`config.mk`:
```
export PLATFORM = sky130hd
export DESIGN_NAME = kline_frame_receiver
export DESIGN_NICKNAME = d
export VERILOG_FILES = /design/src/hw/rtl/kfr_pkg.sv /design/src/hw/rtl/kfr_ram.sv /design/src/hw/rtl/kfr_cmd_fifo.sv /design/src/hw/rtl/kfr_front.sv /design/src/hw/rtl/kfr_back.sv /design/src/hw/rtl/kline_frame_receiver.sv
export SDC_FILE = /design/constraint.sdc
export NUM_CORES = 1
export LEC_CHECK = 0
export BUFFER_PORTS_ARGS = -buffer_cell sky130_fd_sc_hd__buf_4
export CORE_AREA = 3 3 219 221
export DETAILED_ROUTE_END_ITERATION = 12
export DIE_AREA = 0 0 222 224
export HOLD_SLACK_MARGIN = 0.02
export PLACE_DENSITY = 0.7
export SYNTH_ARGS = -nofsm -noshare
export SYNTH_HDL_FRONTEND = slang
export SYNTH_HIERARCHICAL = 1
export SYNTH_SLANG_ARGS = --single-unit
```
`constraint.sdc`:
```
create_clock -name clk -period 6.45 [get_ports clk]
set_input_delay 1.29 -clock clk [delete_from_list [all_inputs] [get_ports clk]]
set_output_delay 1.29 -clock clk [all_outputs]
set_load 0.005 [all_outputs]
```
`src/hw/rtl/kfr_pkg.sv`:
```
`timescale 1ns / 1ps
// ----------------------------------------------------------------------------
// kfr_pkg
// Shared types and constants for the k-line frame receiver.
// ----------------------------------------------------------------------------
package kfr_pkg;

	// result status codes
	localparam logic [1:0] ST_OK       = 2'd0;
	localparam logic [1:0] ST_BAD_ADDR = 2'd1;
	localparam logic [1:0] ST_BAD_SUM  = 2'd2;
	localparam logic [1:0] ST_BAD_LEN  = 2'd3;

	// reset value of the match address register
	localparam logic [7:0] MATCH_RESET = 8'hF4;

	// command handed from the front to the back
	typedef struct packed {
		logic       is_err;
		logic [1:0] status;
		logic [6:0] total;
	} cmd_t;

endpackage

```
`src/hw/rtl/kfr_ram.sv`:
```
`timescale 1ns / 1ps
// ----------------------------------------------------------------------------
// kfr_ram
// Generic single write, single read RAM with a registered read port.
// ----------------------------------------------------------------------------
module kfr_ram #(
	parameter int WIDTH = 8,
	parameter int DEPTH = 64
) (
	input  logic                     clk,
	input  logic                     wr_en,
	input  logic [$clog2(DEPTH)-1:0] wr_addr,
	input  logic [WIDTH-1:0]         wr_data,
	input  logic                     rd_en,
	input  logic [$clog2(DEPTH)-1:0] rd_addr,
	output logic [WIDTH-1:0]         rd_data
);

	logic [WIDTH-1:0] mem_q [DEPTH];

	// write port
	always_ff @(posedge clk) begin
		if (wr_en) begin
			mem_q[wr_addr] <= wr_data;
		end
	end

	// registered read, data holds while no read is issued
	always_ff @(posedge clk) begin
		if (rd_en) begin
			rd_data <= mem_q[rd_addr];
		end
	end

endmodule

```
`src/hw/rtl/kfr_cmd_fifo.sv`:
```
`timescale 1ns / 1ps
// ----------------------------------------------------------------------------
// kfr_cmd_fifo
// Two entry command queue between the front and the back.
// ----------------------------------------------------------------------------
module kfr_cmd_fifo
	import kfr_pkg::*;
(
	input  logic clk,
	input  logic arst_n,
	input  logic push,
	input  cmd_t push_cmd,
	input  logic pop,
	output cmd_t head,
	output logic empty,
	output logic full
);

	cmd_t       entry_q [2];
	logic       wr_ptr_q;
	logic       rd_ptr_q;
	logic [1:0] count_q;

	assign head  = entry_q[rd_ptr_q];
	assign empty = (count_q == 2'd0);
	assign full  = (count_q == 2'd2);

	// pointers and fill level
	always_ff @(posedge clk or negedge arst_n) begin
		if (!arst_n) begin
			wr_ptr_q <= 1'b0;
			rd_ptr_q <= 1'b0;
			count_q  <= 2'd0;
		end else begin
			if (push) begin
				wr_ptr_q <= ~wr_ptr_q;
			end
			if (pop) begin
				rd_ptr_q <= ~rd_ptr_q;
			end
			if (push && !pop) begin
				count_q <= count_q + 2'd1;
			end else if (pop && !push) begin
				count_q <= count_q - 2'd1;
			end
		end
	end

	// entry storage
	always_ff @(posedge clk) begin
		if (push) begin
			entry_q[wr_ptr_q] <= push_cmd;
		end
	end

endmodule

```
`src/hw/rtl/kfr_front.sv`:
```
`timescale 1ns / 1ps
// ----------------------------------------------------------------------------
// kfr_front
// Accepts line beats, tracks the frame, stores bytes and queues commands.
// ----------------------------------------------------------------------------
module kfr_front
	import kfr_pkg::*;
#(
	parameter int FRAME_LIMIT = 64
) (
	input  logic                           clk,
	input  logic                           arst_n,
	input  logic                           cfg_wr_en,
	input  logic [7:0]                     cfg_wr_data,
	input  logic                           in_valid,
	output logic                           in_stall,
	input  logic                           action,
	input  logic [7:0]                     rx_byte,
	input  logic                           fifo_full,
	output logic                           push,
	output cmd_t                           push_cmd,
	input  logic                           replay_done,
	output logic                           wr_en,
	output logic [$clog2(FRAME_LIMIT)-1:0] wr_addr,
	output logic [7:0]                     wr_data
);

	localparam int AW = $clog2(FRAME_LIMIT);
	localparam logic [6:0] LIMIT7  = 7'(FRAME_LIMIT);
	localparam logic [7:0] LEN_MAX = 8'(FRAME_LIMIT - 2);

	logic       addr_miss;
	logic [7:0] match_addr_q;
	logic       recv_q;
	logic [6:0] fill_q;
	logic [7:0] xor_q;
	logic [7:0] len_q;
	logic       pend_q;

	logic       accept;
	logic       recv_n;
	logic [6:0] fill_n;
	logic [7:0] xor_n;
	logic [6:0] fill_c;
	logic [7:0] xor_c;
	logic [8:0] total_c;
	logic       set_pend;

	// hold input while the queue is full or a replay still reads the buffer
	assign in_stall  = fifo_full || pend_q;
	assign accept    = in_valid && !in_stall;
	assign addr_miss = (fill_q == 7'd0) && (rx_byte != match_addr_q);

	assign wr_addr = fill_q[AW-1:0];
	assign wr_data = rx_byte;
	assign fill_c  = fill_q + 7'd1;
	assign xor_c   = xor_q ^ rx_byte;
	assign total_c = 9'(len_q) + 9'd2;

	// classify the accepted beat
	always_comb begin
		push     = 1'b0;
		push_cmd = '0;
		wr_en    = 1'b0;
		set_pend = 1'b0;
		recv_n   = recv_q;
		fill_n   = fill_q;
		xor_n    = xor_q;
		if (accept) begin
			if (action) begin
				recv_n = 1'b1;
				fill_n = 7'd0;
				xor_n  = 8'd0;
			end else if (recv_q) begin
				if (addr_miss) begin
					push            = 1'b1;
					push_cmd.is_err = 1'b1;
					push_cmd.status = ST_BAD_ADDR;
					recv_n          = 1'b0;
				end else if (fill_q >= LIMIT7) begin
					push            = 1'b1;
					push_cmd.is_err = 1'b1;
					push_cmd.status = ST_BAD_LEN;
					recv_n          = 1'b0;
				end else begin
					wr_en  = 1'b1;
					fill_n = fill_c;
					xor_n  = xor_c;
					if (fill_c == 7'd2) begin
						// length byte: zero or too long for the buffer
						if ((rx_byte == 8'd0) || (rx_byte > LEN_MAX)) begin
							push            = 1'b1;
							push_cmd.is_err = 1'b1;
							push_cmd.status = ST_BAD_LEN;
							recv_n          = 1'b0;
						end
					end else if ((fill_c > 7'd2) && (9'(fill_c) == total_c)) begin
						if (xor_c != 8'd0) begin
							push            = 1'b1;
							push_cmd.is_err = 1'b1;
							push_cmd.status = ST_BAD_SUM;
							recv_n          = 1'b0;
						end else begin
							push            = 1'b1;
							push_cmd.status = ST_OK;
							push_cmd.total  = 7'(total_c);
							set_pend        = 1'b1;
							fill_n          = 7'd0;
							xor_n           = 8'd0;
						end
					end
				end
			end
		end
	end

	// frame tracking state
	always_ff @(posedge clk or negedge arst_n) begin
		if (!arst_n) begin
			match_addr_q <= MATCH_RESET;
			recv_q       <= 1'b0;
			fill_q       <= 7'd0;
			xor_q        <= 8'd0;
			pend_q       <= 1'b0;
		end else begin
			if (cfg_wr_en) begin
				match_addr_q <= cfg_wr_data;
			end
			recv_q <= recv_n;
			fill_q <= fill_n;
			xor_q  <= xor_n;
			if (set_pend) begin
				pend_q <= 1'b1;
			end else if (replay_done) begin
				pend_q <= 1'b0;
			end
		end
	end

	// length byte copy
	always_ff @(posedge clk) begin
		if (wr_en && (fill_q == 7'd1)) begin
			len_q <= rx_byte;
		end
	end

endmodule

```
`src/hw/rtl/kfr_back.sv`:
```
`timescale 1ns / 1ps
// ----------------------------------------------------------------------------
// kfr_back
// Pops commands, replays good frames from the buffer, emits error beats.
// ----------------------------------------------------------------------------
module kfr_back
	import kfr_pkg::*;
#(
	parameter int FRAME_LIMIT = 64
) (
	input  logic                           clk,
	input  logic                           arst_n,
	input  cmd_t                           head,
	input  logic                           fifo_empty,
	output logic                           pop,
	output logic                           rd_en,
	output logic [$clog2(FRAME_LIMIT)-1:0] rd_addr,
	input  logic [7:0]                     rd_data,
	output logic                           replay_done,
	output logic                           out_valid,
	input  logic                           out_stall,
	output logic [1:0]                     status,
	output logic [7:0]                     frame_byte,
	output logic [5:0]                     byte_index,
	output logic                           last
);

	localparam int AW = $clog2(FRAME_LIMIT);

	localparam logic [1:0] S_IDLE = 2'd0;
	localparam logic [1:0] S_READ = 2'd1;
	localparam logic [1:0] S_SEND = 2'd2;

	logic [1:0]    state_q;
	logic [AW-1:0] idx_q;
	logic [6:0]    total_q;
	logic          out_valid_q;

	logic          slot_free;
	logic          is_last;
	logic          load;
	logic [1:0]    ld_status;
	logic [7:0]    ld_byte;
	logic [5:0]    ld_index;
	logic          ld_last;

	assign slot_free = !out_valid_q || !out_stall;
	assign is_last   = ((7'(idx_q) + 7'd1) == total_q);
	assign out_valid = out_valid_q;

	// command pop, buffer read and output load
	always_comb begin
		pop         = 1'b0;
		load        = 1'b0;
		rd_en       = 1'b0;
		rd_addr     = idx_q;
		replay_done = 1'b0;
		ld_status   = ST_OK;
		ld_byte     = rd_data;
		ld_index    = 6'(idx_q);
		ld_last     = is_last;
		case (state_q)
			S_IDLE: begin
				ld_status = head.status;
				ld_byte   = 8'd0;
				ld_index  = 6'd0;
				ld_last   = 1'b1;
				if (!fifo_empty) begin
					if (!head.is_err) begin
						pop = 1'b1;
					end else if (slot_free) begin
						pop  = 1'b1;
						load = 1'b1;
					end
				end
			end
			S_READ: begin
				rd_en = 1'b1;
			end
			S_SEND: begin
				if (slot_free) begin
					load = 1'b1;
					if (is_last) begin
						replay_done = 1'b1;
					end else begin
						rd_en   = 1'b1;
						rd_addr = idx_q + AW'(1);
					end
				end
			end
			default: begin
				ld_last = 1'b0;
			end
		endcase
	end

	// replay sequencer
	always_ff @(posedge clk or negedge arst_n) begin
		if (!arst_n) begin
			state_q     <= S_IDLE;
			idx_q       <= '0;
			total_q     <= 7'd0;
			out_valid_q <= 1'b0;
		end else begin
			case (state_q)
				S_IDLE: begin
					if (pop && !head.is_err) begin
						total_q <= head.total;
						idx_q   <= '0;
						state_q <= S_READ;
					end
				end
				S_READ: begin
					state_q <= S_SEND;
				end
				S_SEND: begin
					if (load) begin
						if (is_last) begin
							state_q <= S_IDLE;
						end else begin
							idx_q <= idx_q + AW'(1);
						end
					end
				end
				default: begin
					state_q <= S_IDLE;
				end
			endcase
			if (load) begin
				out_valid_q <= 1'b1;
			end else if (!out_stall) begin
				out_valid_q <= 1'b0;
			end
		end
	end

	// output payload register
	always_ff @(posedge clk) begin
		if (load) begin
			status     <= ld_status;
			frame_byte <= ld_byte;
			byte_index <= ld_index;
			last       <= ld_last;
		end
	end

endmodule

```
`src/hw/rtl/kline_frame_receiver.sv`:
```
`timescale 1ns / 1ps
// ----------------------------------------------------------------------------
// kline_frame_receiver
// K-line frame receiver: address match, length and XOR checksum check,
// replay of good frames byte by beat, one error beat for a bad frame.
// ----------------------------------------------------------------------------
//
//  channel  | handshake          | payload
//  ---------+--------------------+-----------------------------------------
//  in       | in_valid/in_stall  | action, rx_byte
//  out      | out_valid/out_stall| status, frame_byte, byte_index, last
//  cfg      | cfg_wr_en          | cfg_wr_data (match address)
//
// a good frame is pushed to the queue with its last byte, popped from the
// queue, read through the registered buffer port, then replayed at one beat
// per cycle while the output does not stall; the input stalls until the
// replay ends, and longer behind queued error beats and output stalls; a
// full command queue also stalls the input.
// reset clears all control state; the buffer needs no clearing pass.
module kline_frame_receiver
	import kfr_pkg::*;
#(
	parameter int FRAME_DEPTH = 64
) (
	input  logic       clk,
	input  logic       arst_n,
	input  logic       cfg_wr_en,
	input  logic [7:0] cfg_wr_data,
	input  logic       in_valid,
	output logic       in_stall,
	input  logic       action,
	input  logic [7:0] rx_byte,
	output logic       out_valid,
	input  logic       out_stall,
	output logic [1:0] status,
	output logic [7:0] frame_byte,
	output logic [5:0] byte_index,
	output logic       last
);

	localparam int FRAME_LIMIT = (FRAME_DEPTH < 64) ? FRAME_DEPTH : 64;
	localparam int AW          = $clog2(FRAME_LIMIT);

	cmd_t          push_cmd;
	cmd_t          head;
	logic          push;
	logic          pop;
	logic          fifo_empty;
	logic          fifo_full;
	logic          replay_done;
	logic          wr_en;
	logic [AW-1:0] wr_addr;
	logic [7:0]    wr_data;
	logic          rd_en;
	logic [AW-1:0] rd_addr;
	logic [7:0]    rd_data;

	// front end: classify beats and fill the buffer
	kfr_front #(
		.FRAME_LIMIT(FRAME_LIMIT)
	) u_front (
		.clk        (clk),
		.arst_n     (arst_n),
		.cfg_wr_en  (cfg_wr_en),
		.cfg_wr_data(cfg_wr_data),
		.in_valid   (in_valid),
		.in_stall   (in_stall),
		.action     (action),
		.rx_byte    (rx_byte),
		.fifo_full  (fifo_full),
		.push       (push),
		.push_cmd   (push_cmd),
		.replay_done(replay_done),
		.wr_en      (wr_en),
		.wr_addr    (wr_addr),
		.wr_data    (wr_data)
	);

	// command queue
	kfr_cmd_fifo u_fifo (
		.clk     (clk),
		.arst_n  (arst_n),
		.push    (push),
		.push_cmd(push_cmd),
		.pop     (pop),
		.head    (head),
		.empty   (fifo_empty),
		.full    (fifo_full)
	);

	// frame buffer
	kfr_ram #(
		.WIDTH(8),
		.DEPTH(FRAME_LIMIT)
	) u_ram (
		.clk    (clk),
		.wr_en  (wr_en),
		.wr_addr(wr_addr),
		.wr_data(wr_data),
		.rd_en  (rd_en),
		.rd_addr(rd_addr),
		.rd_data(rd_data)
	);

	// back end: replay and error beats
	kfr_back #(
		.FRAME_LIMIT(FRAME_LIMIT)
	) u_back (
		.clk        (clk),
		.arst_n     (arst_n),
		.head       (head),
		.fifo_empty (fifo_empty),
		.pop        (pop),
		.rd_en      (rd_en),
		.rd_addr    (rd_addr),
		.rd_data    (rd_data),
		.replay_done(replay_done),
		.out_valid  (out_valid),
		.out_stall  (out_stall),
		.status     (status),
		.frame_byte (frame_byte),
		.byte_index (byte_index),
		.last       (last)
	);

endmodule
```
==> impl_metrics.csv, run 1 <==
group,metric,value,unit
timing,grt_setup_unrepaired,"false",
placed_design,gpl.final_weighted_congestion,0.863,
timing,min_period,5.44,ns
min_path,hold_crit_depth,1,
run_status,status,"completed",
die,die_area,49700,µm²
worst_setup_path,cpMaxStageDelayCell,"xnor2_2",
clocking,clk-insertion-delay-late,0.62,ns
route,firstDrtPassIters,5,
die,horizontal_extent_of_the_die,222,µm
worst_setup_path,worstSetupPathType,"flip-flop to flip-flop",
timing,worst_pin_slew,1.15,ns
timing,max_freq,184,MHz
route,drt.antenna.violating_nets,0,
synth,yosysWarningCount,6,
timing,post-route-period-util,84.3,%
clocking,clk_transition_reported_paths,0.06,ns
grt,grt_use_total,22.2,%
synth,async_flop_share,7.38,%
clocking,tritoncts_num_sinks,610,
pwr,vdd_ir_drop_max,247,µV
pwr,totalPowerFinal,10700,µW
pwr,power.static_leakage,0.00883,µW
synth,syn-instance-count,1404,
clocking,tritoncts,"done",
grt,global_route.overflow_total,0,
route,drc_errors,0,
clocking,cts_hold_buf,0,
timing,headroom_to_the_max_slew_limit,23.2,%
worst_setup_path,worstPathCellList,"nand3_1 -> xnor2_1 -> o2111ai_2 -> nor3_2 -> nor2_1 -> xnor2_2 -> buf_4 -> buf_4 -> mux4_2 -> o22ai_1 -> nor2_1 -> o21ai_0 -> nand3_1",
grt,grt_start_max_net_pins,72,
synth,netlist_area,25200,µm²
cells_and_area,finalNetCount,1469,
worst_setup_path,timing.critical_path.fanout_max,18,
worst_setup_path,worst_ep_required_time,6.77,ns
synth,post_synth.cell_area_avg,17.9,µm²
timing,finalMaxSlewViolations,0,
job,maxCapViolations,0,
synth,synth-edff-count,565,
die,total_i_o_pin_count,41,
grt,antenna_found_initial,0,
worst_setup_path,cpPeakStageDelay,0.70,ns
die,core_area,46400,µm²
synth,synth-main-ff-cell,"edfxtp_1",
route,drt_iter0_markers,1290,
clocking,post_cts.resized_instances,0,
synth,synth.distinct_cells,83,
clocking,cts_buffer_depth,3,
worst_setup_path,r2r_cells,13,
synth,mappedNetlistNets,1438,
die,row_count,79,
timing,finalHoldViolCount,0,
grt,vias_in_the_first_global_route,12900,
timing,fin_setup_tns,0,ns
route,route.final.wire_length,54300,µm
die,die-height,224,µm
clocking,postCtsSetupBuffers,0,
route,routedWlPerCell,26.0,µm
clocking,cts_buffers,60,
cells_and_area,ratio_of_cells_with_drive_above_1_in_the_final_layout,22.6,%
synth,synth-seq-cells,610,
cells_and_area,flow.area_growth_from_synthesis,10.2,%
worst_setup_path,arrival,5.76,ns
timing,timing.clock.skew,0.0207,ns
timing,final-setup-viol-count,0,
timing,hold_ws,0.490,ns
min_path,holdCritPathClass,"flip-flop to flip-flop",
route,vias_per_cell,6.23,
die,initial_core_util,54.3,%
worst_setup_path,end_kind,"flip-flop",
worst_setup_path,cp-start-kind,"flip-flop",
pwr,cellPowerDensity,387,nW/µm²
placed_design,io_buf_count,40,
clocking,h-tree-depth,2,
synth,sequential_to_total_area_share_from_yosys_stat,71.8,%
grt,grt_first_pass_wirelength,82500,µm
clocking,cts-root-buf,"clkbuf_16",
route,vias,13000,
placed_design,dp.final_hpwl,34400,µm
layout make-up:
type	instances	area, µm²
fillers	3300	18600
flip-flops and latches	610	18100
multi-input cells	683	6510
clock buffers	82	1620
well taps	607	759
repair buffers	59	455
clock inverters	25	231
inverters	21	78.8
diodes	1	2.50
cell usage in the layout, fill, tap and decap left out, types with 9 or more instances in the layout:
cell type and n:
clkinv_1 11, nor2b_1 33, nor3_1 12, nor2_1 117, a31oi_1 9, dfrtp_1 40
o21ai_0 21, clkbuf_16 61, o22ai_1 22, clkbuf_1 20, mux4_2 124, nand2_1 51
mux2i_1 19, or2_2 12, inv_1 18, buf_4 58, mux2_2 28, xnor2_1 25
edfxtp_1 565, nand3_1 25, xor2_1 18, ha_1 12
report_power, final:
part | total [µW] | internal [µW] | leakage, µW | switching (µW)
clock network | 3300 | 1900 | 0.000898 | 1390
registers | 4700 | 4530 | 0.00566 | 165
logic | 2740 | 1310 | 0.00227 | 1430
final timing paths:
path	from	endpoint	slack, ns
min in group asynchronous	arst_n	u_front/match_addr_q[3]	0.69
max reg2reg	u_back/idx_q[2]	u_ram/rd_data[3]	1.01
min reg2reg	u_front/xor_q[4]	u_front/xor_q[4]	0.49
max	u_back/idx_q[2]	u_ram/rd_data[3]	1.01
min	u_front/xor_q[4]	u_front/xor_q[4]	0.49
max in group asynchronous	arst_n	u_back/idx_q[4]	5.34
synthesized netlist by cell type, drive strengths merged (7+ instances only):
master,instances,area [µm²]
nor2,119,452
dfrtp,40,1000
nor2b,33,206
a31oi,9,56.3
nand2,51,191
xor2,20,175
mux4,124,2790
nand4,8,50.1
inv,19,71.3
mux2,29,327
clkbuf,30,113
o21ai,27,135
ha,12,150
or2,14,87.6
o221ai,7,61.3
nand3b,7,52.6
a22oi,8,60.1
a22o,8,72.6
nor3,13,70.1
nand3,28,163
xnor2,27,236
a21o,7,52.6
edfxtp,565,17000
o22ai,22,138
nand2b,8,52.6
a221oi,9,97.6
mux2i,19,190
a21oi,9,48.8
buf,60,438
sequential cells by signal, indices dropped and copies added, names as in the netlist:
| name | flops |
|---|---|
| u_back/byte_index | 6 |
| u_back/frame_byte | 8 |
| u_back/idx_q | 6 |
| u_back/last | 1 |
| u_back/out_valid | 1 |
| u_back/state_q | 2 |
| u_back/status | 2 |
| u_back/total_q | 7 |
| u_fifo/count_q | 2 |
| u_fifo/entry_q | 20 |
| u_fifo/rd_ptr_q | 1 |
| u_fifo/wr_ptr_q | 1 |
| u_front/fill_q | 7 |
| u_front/len_q | 8 |
| u_front/match_addr_q | 8 |
| u_front/pend_q | 1 |
| u_front/recv_q | 1 |
| u_front/xor_q | 8 |
| u_ram/mem_q | 512 |
| u_ram/rd_data | 8 |
per-layer routing:
layer / global-route usage [%] / up-vias / part of all wire [%]
met5: 0 / - / 0
met4: 8.07 / 0 / 3.4
met3: 4.93 / 116 / 8.0
met2: 33.8 / 537 / 47
met1: 32.2 / 6730 / 42
li1: - / 5625 / -
critical path: cells and delay by family, from the launching register on:
family | cells | cell delay, ns
and+or+nand+nor | 5 | 1.42
xor gates and xnor gates | 2 | 0.95
buffers and inverters | 2 | 0.82
AOI/OAI and AO/OA | 3 | 0.73
DFF | 1 | 0.62
muxes | 1 | 0.59
stage by stage:
step                worst slack (ns)  util (%)  area (µm²)  std cells
finish                          1.01      59.9       27800       2088
global route                   0.486      59.9       27700       2087
CTS                            0.944      59.9       27700       2087
detailed placement             0.949      55.9       25900       1980
global placement                1.01      55.9       25900       1980
floorplan                       2.41         -       25200       1404
kinds of logic after synthesis:
| kind of cell | synth area share, % |
|---|---|
| buffers and inverters | 2.50 |
| adder cells (fa/ha/maj) | 0.596 |
| XOR/XNOR | 1.63 |
| AO/OA/AOI/OAI | 4.00 |
| multiplexers | 13.1 |
| AND/OR/NAND/NOR | 6.29 |
| flip-flops | 71.8 |
(Power assumes the default switching activity.)
==> inputs of run 2 (changes only) <==
==> constraint.sdc (replaced) <==
create_clock -name clk -period 5.42 [get_ports clk]
set_input_delay 1.084 -clock clk [delete_from_list [all_inputs] [get_ports clk]]
set_output_delay 1.084 -clock clk [all_outputs]
set_load 0.005 [all_outputs]
==> impl_metrics.csv, run 2 (synthesized netlist as in run 1, its figures left out) <==
group,metric,value,unit
clocking,postCtsSetupBuffers,0,
timing,max_freq,221,MHz
timing,headroom_to_the_max_slew_limit,31.1,%
pwr,power.static_leakage,0.00919,µW
grt,top_usage_layer,"met1",
cells_and_area,registers.top_by_ff_count,"u_ram/mem_q",
die,total_i_o_pin_count,41,
placed_design,io_buf_count,40,
cells_and_area,flip_flop_count_of_the_largest_register_all_copies_and_words_added,512,
worst_setup_path,timing.critical_path.max_delay_family,"buffers and inverters",
route,drt_iter0_markers,1795,
placed_design,place_ws,0.608,ns
cells_and_area,multi_input_comb_area,6510,µm²
cells_and_area,num-fill-cells,3210,
timing,post-route-period-util,83.5,%
grt,grt_start_max_net_pins,71,
job,maxCapViolations,0,
worst_setup_path,cpPeakStageDelay,0.62,ns
placed_design,gpl.final_weighted_congestion,0.895,
worst_setup_path,arrival,4.90,ns
grt,grt_first_pass_wirelength,86100,µm
worst_setup_path,worstPathCellList,"nand3_1 -> xnor2_1 -> o2111ai_2 -> nor3_2 -> buf_4 -> nor2_1 -> xnor2_2 -> buf_12 -> buf_4 -> mux4_2 -> a2111oi_0 -> nor3_1 -> a22o_1",
worst_setup_path,end_kind,"flip-flop",
clocking,h-tree-depth,2,
timing,timing.clock.skew,0.0216,ns
route,drt.antenna.violating_nets,0,
timing,fin_ws,0.897,ns
worst_setup_path,critical_path.most_common_cell,"buf_4",
timing,grt_setup_unrepaired,"false",
grt,grt_use_met1,35.4,%
die,die-height,224,µm
run_status,status,"completed",
pwr,cellPowerDensity,468,nW/µm²
cells_and_area,most_common_cell_after_layout_fill_and_taps_aside,"edfxtp_1",
pwr,p_switching,3710,µW
route,route.final.wire_length,57000,µm
timing,finalMaxSlewViolations,0,
worst_setup_path,cpMaxStageDelayCell,"dfrtp_1",
grt,vias_in_the_first_global_route,13100,
clocking,cts-root-buf,"clkbuf_16",
route,vias_per_cell,6.29,
clocking,tritoncts,"done",
timing,fin_setup_tns,0,ns
clocking,post_cts.resized_instances,0,
grt,antenna_found_initial,0,
worst_setup_path,worstSetupPathType,"flip-flop to flip-flop",
timing,finalHoldViolCount,0,
timing,final-setup-viol-count,0,
pwr,share_comb_of_total_power,25.7,%
pwr,vdd_ir_drop_max,350,µV
cells_and_area,layout.cell_area.non_filler,28300,µm²
route,firstDrtPassIters,5,
die,horizontal_extent_of_the_die,222,µm
pwr,netSwitchingFraction,28.0,%
clocking,cts_hold_buf,0,
route,vias,13400,
grt,use_met3,3.93,%
clocking,clk-insertion-delay-late,0.63,ns
worst_setup_path,timing.critical_path.fanout_max,46,
die,core_area,46400,µm²
clocking,tritoncts_num_sinks,610,
pwr,p_clk_share,32.1,%
cells_and_area,finalNetCount,1514,
grt,global_route.overflow_total,0,
grt,grt_use_total,23.1,%
placed_design,dpl-instance-area,26300,µm²
pwr,cellInternalPower,9530,µW
placed_design,dp.final_hpwl,36000,µm
route,drc_errors,0,
clocking,cts_buffers,58,
grt,gr-usage-met2,35.4,%
min_path,holdCritPathClass,"input pin to async pin",
worst_setup_path,timing.critical_path.buf_inv,3,
cells_and_area,flow.area_growth_from_synthesis,12.3,%
cells_and_area,seq_area,18100,µm²
pwr,seq_power_share,42.3,%
clocking,cts_buffer_depth,3,
route,routedWlPerCell,26.7,µm
clocking,clk_transition_reported_paths,0.06,ns
cells_and_area,antenna_cells_inserted,0,
cells_and_area,final_cell_mix,"edfxtp_1 (565), mux4_2 (124), nor2_1 (117)",
cells_and_area,ratio_of_cells_with_drive_above_1_in_the_final_layout,25.7,%
cells_and_area,largest_registers,"u_ram/mem_q: 512 flops, u_fifo/entry_q: 20 flops",
timing,worst_pin_slew,1.03,ns
die,initial_core_util,54.3,%
worst_setup_path,worst_ep_required_time,5.80,ns
timing,min_period,4.52,ns
die,die_area,49700,µm²
worst_setup_path,cp-start-kind,"flip-flop",
die,row_count,79,
run 2: changes by cell type in the layout (fill, tap and decap cells not counted), sizes merged:
| cell | delta |
|---|---|
| buf | +47 |
| bufinv | +6 |
| clkbuf | -8 |
| clkinv | +5 |
| diode | -1 |
run 2: routing by layer:
metal	routed length [µm]	share of wire (%)
met4	1530	2.7
met2	26600	47
met1	24000	42
met5	0	0
met3	4870	8.5
run 2: worst register-to-register path, cell delays in order, from the launching register on:
cell and delay [ns]:
dfrtp_1 0.62, nand3_1 0.30, xnor2_1 0.27, o2111ai_2 0.18, nor3_2 0.20, buf_4 0.20
nor2_1 0.13, xnor2_2 0.31, buf_12 0.36, buf_4 0.37, mux4_2 0.59, a2111oi_0 0.42
nor3_1 0.12, a22o_1 0.22
run 2: through the flow:
step / total power (µW) / hold slack [ns] / cells / utilization, %
CTS: 13300 / 0.482 / 2137 / 61.0
floorplan: 8190 / 0.455 / 1404 / -
finish: 13200 / 0.481 / 2137 / 61.0
global route: 13700 / 0.507 / 2137 / 61.0
detailed placement: 9100 / 0.479 / 2027 / 56.7
global placement: 9070 / 0.473 / 2027 / 56.7
run 2: path summary, 6_finish.rpt:
check / end / cells after the start / slack [ns] / start
worst max-delay path: u_ram/rd_data[4] / 13 / 0.90 / u_back/idx_q[2]
worst min-delay path: u_front/match_addr_q[3] / 1 / 0.48 / arst_n
worst max register to register: u_ram/rd_data[4] / 13 / 0.90 / u_back/idx_q[2]
worst min register to register: u_fifo/wr_ptr_q / 1 / 0.49 / u_fifo/wr_ptr_q
max in group asynchronous: u_back/idx_q[1] / 1 / 4.53 / arst_n
min in group clk: u_fifo/wr_ptr_q / 1 / 0.49 / u_fifo/wr_ptr_q
run 2: cell type report:
type	count	share of cell area (%)
flip-flops and latches	610	64.0
well taps	607	2.68
multi-input cells	683	23.0
inverters	21	0.279
clock inverters	36	1.57
clock buffers	74	5.56
repair buffers	106	2.95
run 2: power groups by stage:
stage               clock, µW  combinational [µW]  sequential (µW)
floorplan                   0                2600             5590
global placement            0                3390             5680
detailed placement          0                3410             5690
CTS                      4320                3420             5590
global route             4500                3620             5620
finish                   4240                3400             5600
==> inputs of run 3 (changes only) <==
--- a/config.mk
+++ b/config.mk
@@ -5,12 +5,13 @@
 export SDC_FILE = /design/constraint.sdc
 export NUM_CORES = 1
 export LEC_CHECK = 0
+export ABC_AREA = 1
 export BUFFER_PORTS_ARGS = -buffer_cell sky130_fd_sc_hd__buf_4
-export CORE_AREA = 3 3 219 221
+export CORE_AREA = 3 3 224 226
 export DETAILED_ROUTE_END_ITERATION = 12
-export DIE_AREA = 0 0 222 224
+export DIE_AREA = 0 0 227 229
 export HOLD_SLACK_MARGIN = 0.02
-export PLACE_DENSITY = 0.7
+export PLACE_DENSITY = 0.73
 export SYNTH_ARGS = -nofsm -noshare
 export SYNTH_HDL_FRONTEND = slang
 export SYNTH_HIERARCHICAL = 1
==> constraint.sdc (replaced) <==
create_clock -name clk -period 3.7 [get_ports clk]
set_input_delay 0.74 -clock clk [delete_from_list [all_inputs] [get_ports clk]]
set_output_delay 0.74 -clock clk [all_outputs]
set_load 0.005 [all_outputs]
==> impl_metrics.csv, run 3 <==
group,metric,value,unit
worst_setup_path,worst_ep_required_time,4.19,ns
cells_and_area,largest_registers,"u_ram/mem_q: 512 flops, u_fifo/entry_q: 20 flops",
synth,syn-instance-count,2380,
worst_setup_path,timing.rr.start,"u_back/idx_q[0]",
synth,sequential_to_total_area_share_from_yosys_stat,68.5,%
job,maxCapViolations,0,
synth,post_synth.cell_area_avg,11.1,µm²
pwr,power.static_leakage,0.0112,µW
timing,fin_setup_tns,0,ns
cells_and_area,flip_flop_count_of_the_largest_register_all_copies_and_words_added,512,
synth,synth-edff-count,565,
die,die-height,229,µm
clocking,cts_buffer_depth,3,
synth,post-synth-top-count-cell,"nand2_1",
worst_setup_path,timing.critical_path.fanout_max,61,
route,firstDrtPassIters,7,
synth,synth_top_cells_by_count,"nand2_1 (800), edfxtp_1 (565), nand3_1 (485)",
placed_design,dp.final_hpwl,37900,µm
cells_and_area,most_common_cell_after_layout_fill_and_taps_aside,"nand2_1",
die,initial_core_util,54.4,%
die,die_area,52000,µm²
route,drt.antenna.violating_nets,0,
grt,grt_start_max_net_pins,95,
cells_and_area,multi_input_comb_area,7100,µm²
timing,grt_setup_unrepaired,"false",
synth,mappedNetlistNets,2414,
worst_setup_path,arrival,3.95,ns
route,routedWlPerCell,20.4,µm
cells_and_area,fin_util,61.0,%
clocking,clk_transition_reported_paths,0.06,ns
min_path,holdCritPathClass,"input pin to async pin",
cells_and_area,antenna_cells_inserted,0,
synth,synth.distinct_cells,44,
timing,hold_ws,0.144,ns
timing,max_freq,289,MHz
synth,async_flop_share,7.38,%
die,horizontal_extent_of_the_die,227,µm
worst_setup_path,cpMaxStageDelayCell,"dfrtp_1",
cells_and_area,flow.area_growth_from_synthesis,12.1,%
clocking,postCtsSetupBuffers,0,
grt,grt_first_pass_wirelength,97600,µm
pwr,cellPowerDensity,472,nW/µm²
worst_setup_path,setup.reg_to_reg.worst_slack,0.24,ns
route,vias,18000,
worst_setup_path,timing.critical_path.max_delay_family,"simple AND/OR/NAND/NOR gates",
cells_and_area,seq_area,18100,µm²
synth,yosysWarningCount,6,
worst_setup_path,worstSetupPathType,"flip-flop to flip-flop",
cells_and_area,finalNetCount,2483,
synth,netlist_area,26400,µm²
die,core_area,48500,µm²
run_status,status,"completed",
clocking,tritoncts,"done",
synth,synth_area_leaders,"edfxtp_1 (64%), nand2_1 (11%), nand3_1 (9.2%)",
worst_setup_path,timing.critical_path.buf_inv,3,
clocking,tritoncts_num_sinks,610,
clocking,post_cts.resized_instances,0,
route,drt_iter0_markers,1976,
placed_design,io_buf_count,40,
pwr,vdd_ir_drop_max,427,µV
cells_and_area,ratio_of_cells_with_drive_above_1_in_the_final_layout,12.4,%
timing,worst_pin_slew,1.10,ns
worst_setup_path,critical_path.reg2reg.endpoint,"u_ram/rd_data[0]",
die,total_i_o_pin_count,41,
timing,post-route-period-util,93.5,%
clocking,cts_hold_buf,0,
grt,grt_use_total,24.5,%
worst_setup_path,cp-start-kind,"flip-flop",
timing,timing.clock.skew,0.0149,ns
route,drc_errors,0,
synth,synth_area_leader_cell,"edfxtp_1",
synth,synth-seq-cells,610,
grt,antenna_found_initial,0,
timing,finalHoldViolCount,0,
grt,global_route.overflow_total,0,
clocking,cts_buffers,61,
worst_setup_path,cpPeakStageDelay,0.42,ns
worst_setup_path,critical_path.most_common_cell,"nand2_1",
cells_and_area,final_cell_mix,"nand2_1 (799), edfxtp_1 (565), nand3_1 (485)",
placed_design,gpl.final_weighted_congestion,0.885,
cells_and_area,num-fill-cells,3659,
route,vias_per_cell,5.76,
timing,headroom_to_the_max_slew_limit,26.9,%
grt,vias_in_the_first_global_route,17200,
synth,synth_top_area_share,64.2,%
route,route.final.wire_length,63500,µm
die,row_count,81,
worst_setup_path,worstPathCellList,"ha_1 -> nand2_1 -> inv_1 -> nand2_1 -> nand2_1 -> nand2_1 -> nand3_1 -> nor2_4 -> nand2_4 -> nand4_1 -> nand2_4 -> inv_8 -> buf_12 -> nand2_1 -> nand3_1 -> nand3_1 -> nand2_1 -> nand2_1 -> nand3_1 -> nand3_1 -> nand2_1",
clocking,h-tree-depth,2,
timing,min_period,3.46,ns
clocking,clk-insertion-delay-late,0.62,ns
worst_setup_path,r2r_cells,21,
timing,final-setup-viol-count,0,
cells_and_area,registers.top_by_ff_count,"u_ram/mem_q",
timing,finalMaxSlewViolations,0,
clocking,cts-root-buf,"clkbuf_16",
synth,synth-main-ff-cell,"edfxtp_1",
worst_setup_path,end_kind,"flip-flop",
run 3: metal layers:
layer | wire length (µm) | track usage (%)
met4 | 2560 | 10.1
met2 | 29900 | 38.5
met1 | 25500 | 34.3
met3 | 5560 | 3.97
met5 | 0 | 0
run 3: cells by family (layout without fill, tap and decap cells):
| group | Yosys count | count (layout) | share of synthesized area [%] |
|---|---|---|---|
| DFF | 610 | 610 | 68.5 |
| muxes | 20 | 20 | 0.980 |
| and+or+nand+nor | 1456 | 1456 | 23.7 |
| buffers and inverters | 227 | 346 | 4.71 |
| xor gates and xnor gates | 19 | 19 | 0.630 |
| AOI/OAI and AO/OA | 36 | 36 | 0.899 |
| adders and majority gates | 12 | 12 | 0.568 |
run 3: how the worst max path moves through the flow:
| stage | cells past startpoint | to | startpoint |
|---|---|---|---|
| 2_1_floorplan | 9 | u_ram/mem_q[48][0] | rx_byte[1] |
| 3_3_place_gp | 22 | u_ram/rd_data[0] | u_back/idx_q[0] |
| 3_5_place_dp | 22 | u_ram/rd_data[6] | u_back/idx_q[0] |
| 4_1_cts | 22 | u_ram/rd_data[0] | u_back/idx_q[0] |
| 5_1_grt | 21 | u_ram/rd_data[0] | u_back/idx_q[0] |
| 6_report | 21 | u_ram/rd_data[0] | u_back/idx_q[0] |
run 3: cell type report:
type	count	share of cell area [%]
clock inverters	42	1.52
clock buffers	71	5.46
multi-input cells	1543	24.0
flip-flops and latches	610	61.1
repair buffers	139	4.13
inverters	94	1.23
well taps	622	2.63
run 3: report_power, final:
group | internal, µW | switching [µW]
Combinational | 37.5 | 141
Clock | 3690 | 2580
Sequential | 7540 | 5.12
run 3: through the flow:
step / total power [µW] / cells / setup slack, ns / area [µm²]
3_5_place_dp: 7870 / 3007 / 0.293 / 27500
6_report: 14000 / 3121 / 0.241 / 29600
3_3_place_gp: 7860 / 3007 / 0.329 / 27500
2_1_floorplan: 7760 / 2380 / 0.665 / 26400
4_1_cts: 14100 / 3120 / 0.266 / 29600
5_1_grt: 14400 / 3121 / 0.00171 / 29600
